--- src/rtl/core/gemm_pkg.sv ---
// Shared types, widths, codes and saturation helpers of the 4x4 tile accumulator.
`default_nettype none
package gemm_pkg;

   localparam int DATA_W  = 16;
   localparam int ACC_W   = 48;
   localparam int FIELD_W = 48;
   localparam int B_W     = 16;
   localparam int TILE_N  = 4;
   localparam int ROW_W   = $clog2(TILE_N);
   localparam int PROD_W  = 2 * DATA_W;

   // Wide enough for a sum of an accumulator and a product, and for a loaded C value.
   localparam int WIDE_BASE = (ACC_W > PROD_W) ? ACC_W : PROD_W;
   localparam int WIDE_W    = ((WIDE_BASE > FIELD_W) ? WIDE_BASE : FIELD_W) + 1;

   localparam int QUEUE_DEPTH = 2;
   localparam int QPTR_W      = $clog2(QUEUE_DEPTH);
   localparam int QCOUNT_W    = $clog2(QUEUE_DEPTH + 1);

   localparam logic signed [WIDE_W-1:0] ACC_MAX =
      {{(WIDE_W - ACC_W + 1){1'b0}}, {(ACC_W - 1){1'b1}}};
   localparam logic signed [WIDE_W-1:0] ACC_MIN = ~ACC_MAX;
   localparam logic signed [WIDE_W-1:0] FIELD_MAX =
      {{(WIDE_W - FIELD_W + 1){1'b0}}, {(FIELD_W - 1){1'b1}}};
   localparam logic signed [WIDE_W-1:0] FIELD_MIN = ~FIELD_MAX;

   localparam logic CMD_LOAD       = 1'b0;
   localparam logic CMD_ACCUMULATE = 1'b1;

   typedef enum logic [1:0] {
      OP_LOAD,
      OP_ACC,
      OP_ACC_LAST
   } op_type;

   typedef logic signed [FIELD_W-1:0] field_type;
   typedef logic signed [B_W-1:0]     bval_type;
   typedef logic signed [ACC_W-1:0]   acc_type;
   typedef logic signed [PROD_W-1:0]  prod_type;

   typedef struct packed {
      op_type                     op;
      logic [ROW_W-1:0]           row;
      logic [TILE_N-1:0][FIELD_W-1:0] x;
      logic [TILE_N-1:0][B_W-1:0]     b;
   } item_type;

   function automatic acc_type clamp_acc(input logic signed [WIDE_W-1:0] v);
      acc_type r;
      if (v > ACC_MAX) begin
         r = ACC_MAX[ACC_W-1:0];
      end else if (v < ACC_MIN) begin
         r = ACC_MIN[ACC_W-1:0];
      end else begin
         r = v[ACC_W-1:0];
      end
      return r;
   endfunction

   function automatic field_type clamp_field(input logic signed [WIDE_W-1:0] v);
      field_type r;
      if (v > FIELD_MAX) begin
         r = FIELD_MAX[FIELD_W-1:0];
      end else if (v < FIELD_MIN) begin
         r = FIELD_MIN[FIELD_W-1:0];
      end else begin
         r = v[FIELD_W-1:0];
      end
      return r;
   endfunction

endpackage
`default_nettype wire

--- src/rtl/core/gemm_queue.sv ---
// Short FIFO of classified words between the front end and the back end.
`default_nettype none
module gemm_queue (
   input  wire logic                clock,
   input  wire logic                reset,
   input  wire logic                push,
   input  wire gemm_pkg::item_type  push_item,
   output logic                     full,
   input  wire logic                pop,
   output logic                     not_empty,
   output gemm_pkg::item_type       pop_item
);

   gemm_pkg::item_type entry_ff [gemm_pkg::QUEUE_DEPTH];

   logic [gemm_pkg::QPTR_W-1:0]   wr_ptr_ff, wr_ptr_in;
   logic [gemm_pkg::QPTR_W-1:0]   rd_ptr_ff, rd_ptr_in;
   logic [gemm_pkg::QCOUNT_W-1:0] count_ff, count_in;

   function automatic logic [gemm_pkg::QPTR_W-1:0] next_ptr(
         input logic [gemm_pkg::QPTR_W-1:0] p);
      logic [gemm_pkg::QPTR_W-1:0] r;
      if (p == gemm_pkg::QPTR_W'(gemm_pkg::QUEUE_DEPTH - 1)) begin
         r = '0;
      end else begin
         r = p + gemm_pkg::QPTR_W'(1);
      end
      return r;
   endfunction

   assign full      = (count_ff == gemm_pkg::QCOUNT_W'(gemm_pkg::QUEUE_DEPTH));
   assign not_empty = (count_ff != '0);
   assign pop_item  = entry_ff[rd_ptr_ff];

   always_comb begin
      wr_ptr_in = push ? next_ptr(wr_ptr_ff) : wr_ptr_ff;
      rd_ptr_in = pop ? next_ptr(rd_ptr_ff) : rd_ptr_ff;
      count_in  = count_ff;
      if (push && !pop) begin
         count_in = count_ff + gemm_pkg::QCOUNT_W'(1);
      end else if (pop && !push) begin
         count_in = count_ff - gemm_pkg::QCOUNT_W'(1);
      end
   end

   always_ff @(posedge clock) begin
      if (reset) begin
         wr_ptr_ff <= '0;
         rd_ptr_ff <= '0;
         count_ff  <= '0;
      end else begin
         wr_ptr_ff <= wr_ptr_in;
         rd_ptr_ff <= rd_ptr_in;
         count_ff  <= count_in;
      end
   end

   always_ff @(posedge clock) begin
      if (push) begin
         entry_ff[wr_ptr_ff] <= push_item;
      end
   end

`ifndef SYNTHESIS
   a_no_overflow: assert property (@(posedge clock) disable iff (reset)
      push |-> !full || pop)
      else $error("queue written while full");
   a_no_underflow: assert property (@(posedge clock) disable iff (reset)
      pop |-> not_empty)
      else $error("queue read while empty");
   a_count_bound: assert property (@(posedge clock) disable iff (reset)
      count_ff <= gemm_pkg::QCOUNT_W'(gemm_pkg::QUEUE_DEPTH))
      else $error("queue count beyond depth");
`endif

endmodule
`default_nettype wire

--- config.mk ---
export PLATFORM = sky130hd
export DESIGN_NAME = gemm_queue
export DESIGN_NICKNAME = d
export VERILOG_FILES = /design/src/rtl/core/gemm_pkg.sv /design/src/rtl/core/gemm_queue.sv
export SDC_FILE = /design/constraint.sdc
export NUM_CORES = 1
export LEC_CHECK = 0
export ABC_AREA = 1
export BUFFER_PORTS_ARGS = -buffer_cell sky130_fd_sc_hd__buf_4
export CORE_MARGIN = 8
export CORE_UTILIZATION = 42
export DETAILED_ROUTE_END_ITERATION = 10
export MAX_ROUTING_LAYER = met4
export PLACE_DENSITY = 0.63
export SYNTH_ARGS = -nofsm -noshare
export SYNTH_HDL_FRONTEND = slang
export SYNTH_SLANG_ARGS = --single-unit
--- constraint.sdc ---
create_clock -name clock -period 18 [get_ports clock]
set_input_delay 0.9 -clock clock [delete_from_list [all_inputs] [get_ports clock]]
set_output_delay 0.9 -clock clock [all_outputs]
set_load 0.02 [all_outputs]
==> flow_summary.json, run 1 <==
{
  "die_area_um2": 54400,
  "cts_buffers": 55,
  "place_congestion": 0.793,
  "rsz0062_at_grt": "false",
  "vias": 9913,
  "routed_via_density": 4.80,
  "pre_cts_ws_ps": 13710,
  "grt_max_degree": 119,
  "fin_crit_sh": 0.270,
  "drc": 0,
  "worstSetupPathType": "reg2out",
  "cp_max_fo": 64,
  "yosys.area_share.simple": 0.00309,
  "dr.pass1.iters": 4,
  "cp.arrival_ps": 3970,
  "grt_first_pass_wirelength_mm": 67.1,
  "reg2reg_depth": 4,
  "num-fill-cells": 3635,
  "cts_max_path_buffers": 3,
  "fin_tns_setup_ps": 0,
  "max-vdd-ir-drop_uv": 74.8,
  "syn_area_per_cell_um2": 23.5,
  "setup_ws_ps": 13130,
  "yosys_warnings": 0,
  "wl_met2_mm": 23.5,
  "cts_setup_buffers": 0,
  "io_buffers": 525,
  "maxSlewHeadroom": 0.280,
  "skew_ps": 16.4,
  "synthMuxAreaShare": 0.186,
  "cts_root_buffer": "clkbuf_16",
  "fmax_ghz": 0.206,
  "finalSetupViolations": 0,
  "grt_usage": 0.171,
  "power_density_nw_per_um2": 112,
  "mostFrequentLayoutCell": "buf_4",
  "cap_violations": 0,
  "syn_to_final_growth_pct": 31.4,
  "synth_top_family_by_area": "multiplexers",
  "maxUsedRoutingLayer": "met4",
  "wl_per_cell_um": 23.0,
  "dieHeight_um": 233,
  "fin_nets": 1670,
  "hp-class": "in2reg",
  "rrSetupSlack_ps": 14420,
  "worstPathRequired_ps": 17100,
  "p_leak_uw": 0.0101,
  "synth_area_um2": 19800,
  "drv_slew": 0,
  "drt_wl_total_mm": 47.5,
  "clkSinkCount": 525,
  "cts_tree": "built",
  "r2r_end": "entry_ff[1][109]$_DFFE_PP_",
  "wl_met1_mm": 17.3,
  "ys_seq_area_frac": 0.793,
  "rr_startpoint": "wr_ptr_ff$_SDFFE_PP0P_",
  "htree_levels": 2,
  "antenna_found_initial": 6,
  "drtIter0Drc": 642,
  "crit_path_end_kind": "output port",
  "place_hpwl_mm": 33.8,
  "io_pins": 526,
  "ys_ff_latch": 525,
  "period_needed_ps": 4870,
  "syn_inst": 842,
  "initial_utilization": 0.425,
  "start_kind": "flip-flop",
  "dieWidth_um": 233,
  "antenna_left": 0,
  "row_count": 79,
  "grt_pass1_vias": 10800,
  "layout_common_cells": "535 x buf_4, 520 x edfxtp_1, 200 x mux2_4, 60 x mux2_2, 56 x clkbuf_16",
  "overflow": 0,
  "synth_fa_ha_area_frac": 0.000632,
  "clk_latency_ps": 590,
  "max_slew.worst_pin.slew_ps": 1080,
  "status": "completed",
  "synthDistinctLibCells": 16,
  "cts-resized-gates": 0,
  "ctsHoldBuffers": 0,
  "clk_pin_slew_ps": 60,
  "min_path_cells": 1,
  "synth_compound_area_frac": 0.000505,
  "synth_fp_nets": 1107,
  "layout-drive-gt1-share": 0.600,
  "min_from": "push_item[257]",
  "core_um2": 46600,
  "routed-wl-met3_mm": 5.49,
  "hold_viol_final": 0,
  "synthXorXnorAreaFrac": 0.000442,
  "hold_end": "entry_ff[0][257]$_DFFE_PP_"
}
-- how the worst max path moves through the flow --
stage | cells after the start | slack (ps) | end
floorplan | 2 | 5310 | entry_ff[0][0]$_DFFE_PP_
global placement | 4 | 13730 | pop_item[28]
detailed placement | 4 | 13710 | pop_item[28]
global route | 4 | 12900 | pop_item[28]
finish | 4 | 13130 | pop_item[28]
CTS | 4 | 13040 | pop_item[28]
-- layer usage --
layer | up-vias | GRT usage
li1 | 4484 | -
met3 | 77 | 0.0762
met1 | 4941 | 0.187
met5 | - | -
met4 | 0 | 0.0520
met2 | 411 | 0.278
-- cell families after synthesis --
group | Yosys count
buffers and inverters | 38
XOR/XNOR | 1
multiplexers | 260
AND/OR/NAND/NOR | 15
flip-flops | 525
AO/OA/AOI/OAI | 2
adder cells (fa/ha/maj) | 1
-- registers in the layout, indices dropped and copies added, names as in the netlist, named ones only --
register and cells:
rd_ptr_ff 1, wr_ptr_ff 1, count_ff 2, entry_ff 520
-- cell usage after synthesis --
master,instances,area (µm²)
nand3_1,1,5.00
buf_2,6,30.0
nand2_1,6,22.5
buf_6,23,259
inv_1,9,33.8
edfxtp_1,520,15600
mux2_2,60,676
nor2_1,6,22.5
xnor2_1,1,8.76
ha_1,1,12.5
nor3_1,1,5.00
mux2_4,200,3000
o21ai_0,1,5.00
dfxtp_1,5,100
a21oi_1,1,5.00
nand4_1,1,6.26
-- cell type report --
| type | instances | area, µm² | area share |
|---|---|---|---|
| antenna | 6 | 15.0 | 0.000577 |
| clock buffer | 73 | 1470 | 0.0563 |
| clock inverter | 30 | 234 | 0.00899 |
| inverter | 9 | 41.3 | 0.00159 |
| multi-input combinational | 279 | 3780 | 0.145 |
| sequential | 525 | 15700 | 0.604 |
| tap | 607 | 759 | 0.0292 |
| timing repair buffer | 535 | 4020 | 0.154 |
-- critical path, cell delays in order (launching register included) --
cell and delay [ps]:
dfxtp_4 830, buf_4 850, buf_4 960, mux2_2 440, buf_4 160
-- power breakdown --
group | internal, µW | total, µW | switching (µW)
Combinational | 203 | 412 | 209
Clock | 614 | 1060 | 445
Sequential | 1420 | 1440 | 20.8
Total | 2240 | 2910 | 675
-- metrics by stage --
stage | util | power, µW | instance area [µm²] | instances | hold slack, ps
after global placement | 0.522 | 1880 | 24300 | 1955 | 498
after CTS | 0.559 | 2950 | 26000 | 2058 | 440
after floorplan | - | 1720 | 19800 | 842 | 480
after global routing | 0.559 | 3010 | 26000 | 2064 | 451
after detailed placement | 0.522 | 1880 | 24300 | 1955 | 502
final | 0.559 | 2910 | 26000 | 2064 | 489
(Power assumes the default switching activity.)
==> inputs of run 2 (changes only) <==
clock period = 5 ns   (was 18 ns; I/O delays follow)
==> flow_summary.json, run 2 (synthesized netlist as in run 1, its figures left out) <==
{
  "status": "completed",
  "core_um2": 46600,
  "wl_per_cell_um": 21.9,
  "dieWidth_um": 233,
  "fin_tns_setup_ps": 0,
  "cts_tree": "built",
  "routed-wl-met3_mm": 4.46,
  "syn_to_final_growth_pct": 45.3,
  "skew_ps": 9.54,
  "top_register": "entry_ff",
  "pre_cts_ws_ps": 2670,
  "cts_setup_buffers": 0,
  "layout_common_cells": "530 x buf_4, 520 x edfxtp_1, 264 x dlygate4sd3_1, 200 x mux2_4, 60 x mux2_2",
  "max_slew.worst_pin.slew_ps": 1130,
  "cts_root_buffer": "clkbuf_16",
  "drv_slew": 0,
  "cp.arrival_ps": 2640,
  "cts-resized-gates": 0,
  "crit_end": "pop_item[152]",
  "drt_wl_total_mm": 51.0,
  "largest_reg_flops": 520,
  "wl_met2_mm": 25.9,
  "ctsHoldBuffers": 264,
  "start_kind": "flip-flop",
  "layout-drive-gt1-share": 0.513,
  "crit_path_end_kind": "output port",
  "hold_viol_final": 0,
  "grt_usage": 0.184,
  "reg2reg_depth": 3,
  "cap_violations": 0,
  "maxSlewHeadroom": 0.249,
  "hp-class": "in2reg",
  "period_needed_ps": 2890,
  "initial_utilization": 0.425,
  "drtIter0Drc": 698,
  "fin_crit_sh": 0.578,
  "cts_max_path_buffers": 3,
  "cp_max_fo": 64,
  "io_buffers": 525,
  "drc": 0,
  "grt_first_pass_wirelength_mm": 73.0,
  "cts_buffers": 53,
  "power_uw": 10700,
  "routed_via_density": 4.71,
  "rr_startpoint": "wr_ptr_ff$_SDFFE_PP0P_",
  "fin_nets": 1933,
  "worstSetupPathType": "reg2out",
  "htree_levels": 2,
  "setup_ws_ps": 2110,
  "die_area_um2": 54400,
  "io_pins": 526,
  "clk_pin_slew_ps": 60,
  "p_leak_uw": 0.0113,
  "antenna_left": 0,
  "row_count": 79,
  "dieHeight_um": 233,
  "mostFrequentLayoutCell": "buf_4",
  "clk_latency_ps": 580,
  "place_hpwl_mm": 34.8,
  "num-fill-cells": 3318,
  "maxUsedRoutingLayer": "met4",
  "vias": 11000,
  "place_congestion": 0.774,
  "fmax_ghz": 0.346,
  "wl_met1_mm": 18.7,
  "power_density_nw_per_um2": 373,
  "grt_pass1_vias": 12200,
  "rrSetupSlack_ps": 2970,
  "r2r_end": "entry_ff[0][48]$_DFFE_PP_",
  "overflow": 0,
  "rsz0062_at_grt": "false",
  "clkSinkCount": 525,
  "antenna_found_initial": 13,
  "dr.pass1.iters": 4,
  "grt_max_degree": 175,
  "reg.largest.list": "entry_ff x520, count_ff x2",
  "max-vdd-ir-drop_uv": 448,
  "finalSetupViolations": 0,
  "utilization": 0.618,
  "worstPathRequired_ps": 4750,
  "holdWs_ps": 397
}
-- run 2: area by class of cell --
type / count / area (µm²) / area share
diodes: 14 / 35.0 / 0.00122
clock buffers: 72 / 1510 / 0.0525
clock inverters: 21 / 209 / 0.00726
inverters: 9 / 37.5 / 0.00130
multi-input cells: 279 / 3780 / 0.131
flip-flops and latches: 525 / 15700 / 0.546
well taps: 607 / 759 / 0.0264
repair buffers: 800 / 6740 / 0.234
-- run 2: worst min-delay path by stage --
| stage | endpoint | cells after the start | start |
|---|---|---|---|
| global placement | flip-flop | 2 | reset |
| global route | entry_ff[0][93]$_DFFE_PP_ | 2 | push_item[93] |
| detailed placement | flip-flop | 2 | reset |
| finish | entry_ff[1][1]$_DFFE_PP_ | 2 | push_item[1] |
| floorplan | flip-flop | 1 | reset |
| CTS | entry_ff[1][150]$_DFFE_PP_ | 2 | push_item[150] |
-- run 2: where the power goes --
| group | switching, µW | total, µW | leakage, µW | internal, µW |
|---|---|---|---|---|
| Combinational | 810 | 1680 | 0.00551 | 871 |
| Sequential | 82.6 | 5190 | 0.00492 | 5110 |
| Clock | 1570 | 3880 | 0.000840 | 2310 |
| Total | 2460 | 10700 | 0.0113 | 8290 |
-- run 2: critical path, stage by stage, from the launching register on --
cell and delay, ps:
dfxtp_4 980, buf_12 480, mux2_4 350, buf_4 160
-- run 2: layer usage --
metal | global-route usage | vias to the layer above
li1 | - | 5027
met1 | 0.198 | 5388
met2 | 0.313 | 436
met3 | 0.0560 | 106
met4 | 0.0792 | 0
met5 | - | -
-- run 2: through the flow --
step / instance area [µm²] / std cells
floorplan: 19800 / 842
global placement: 24400 / 1956
detailed placement: 24400 / 1956
CTS: 28800 / 2313
global route: 28800 / 2326
finish: 28800 / 2327
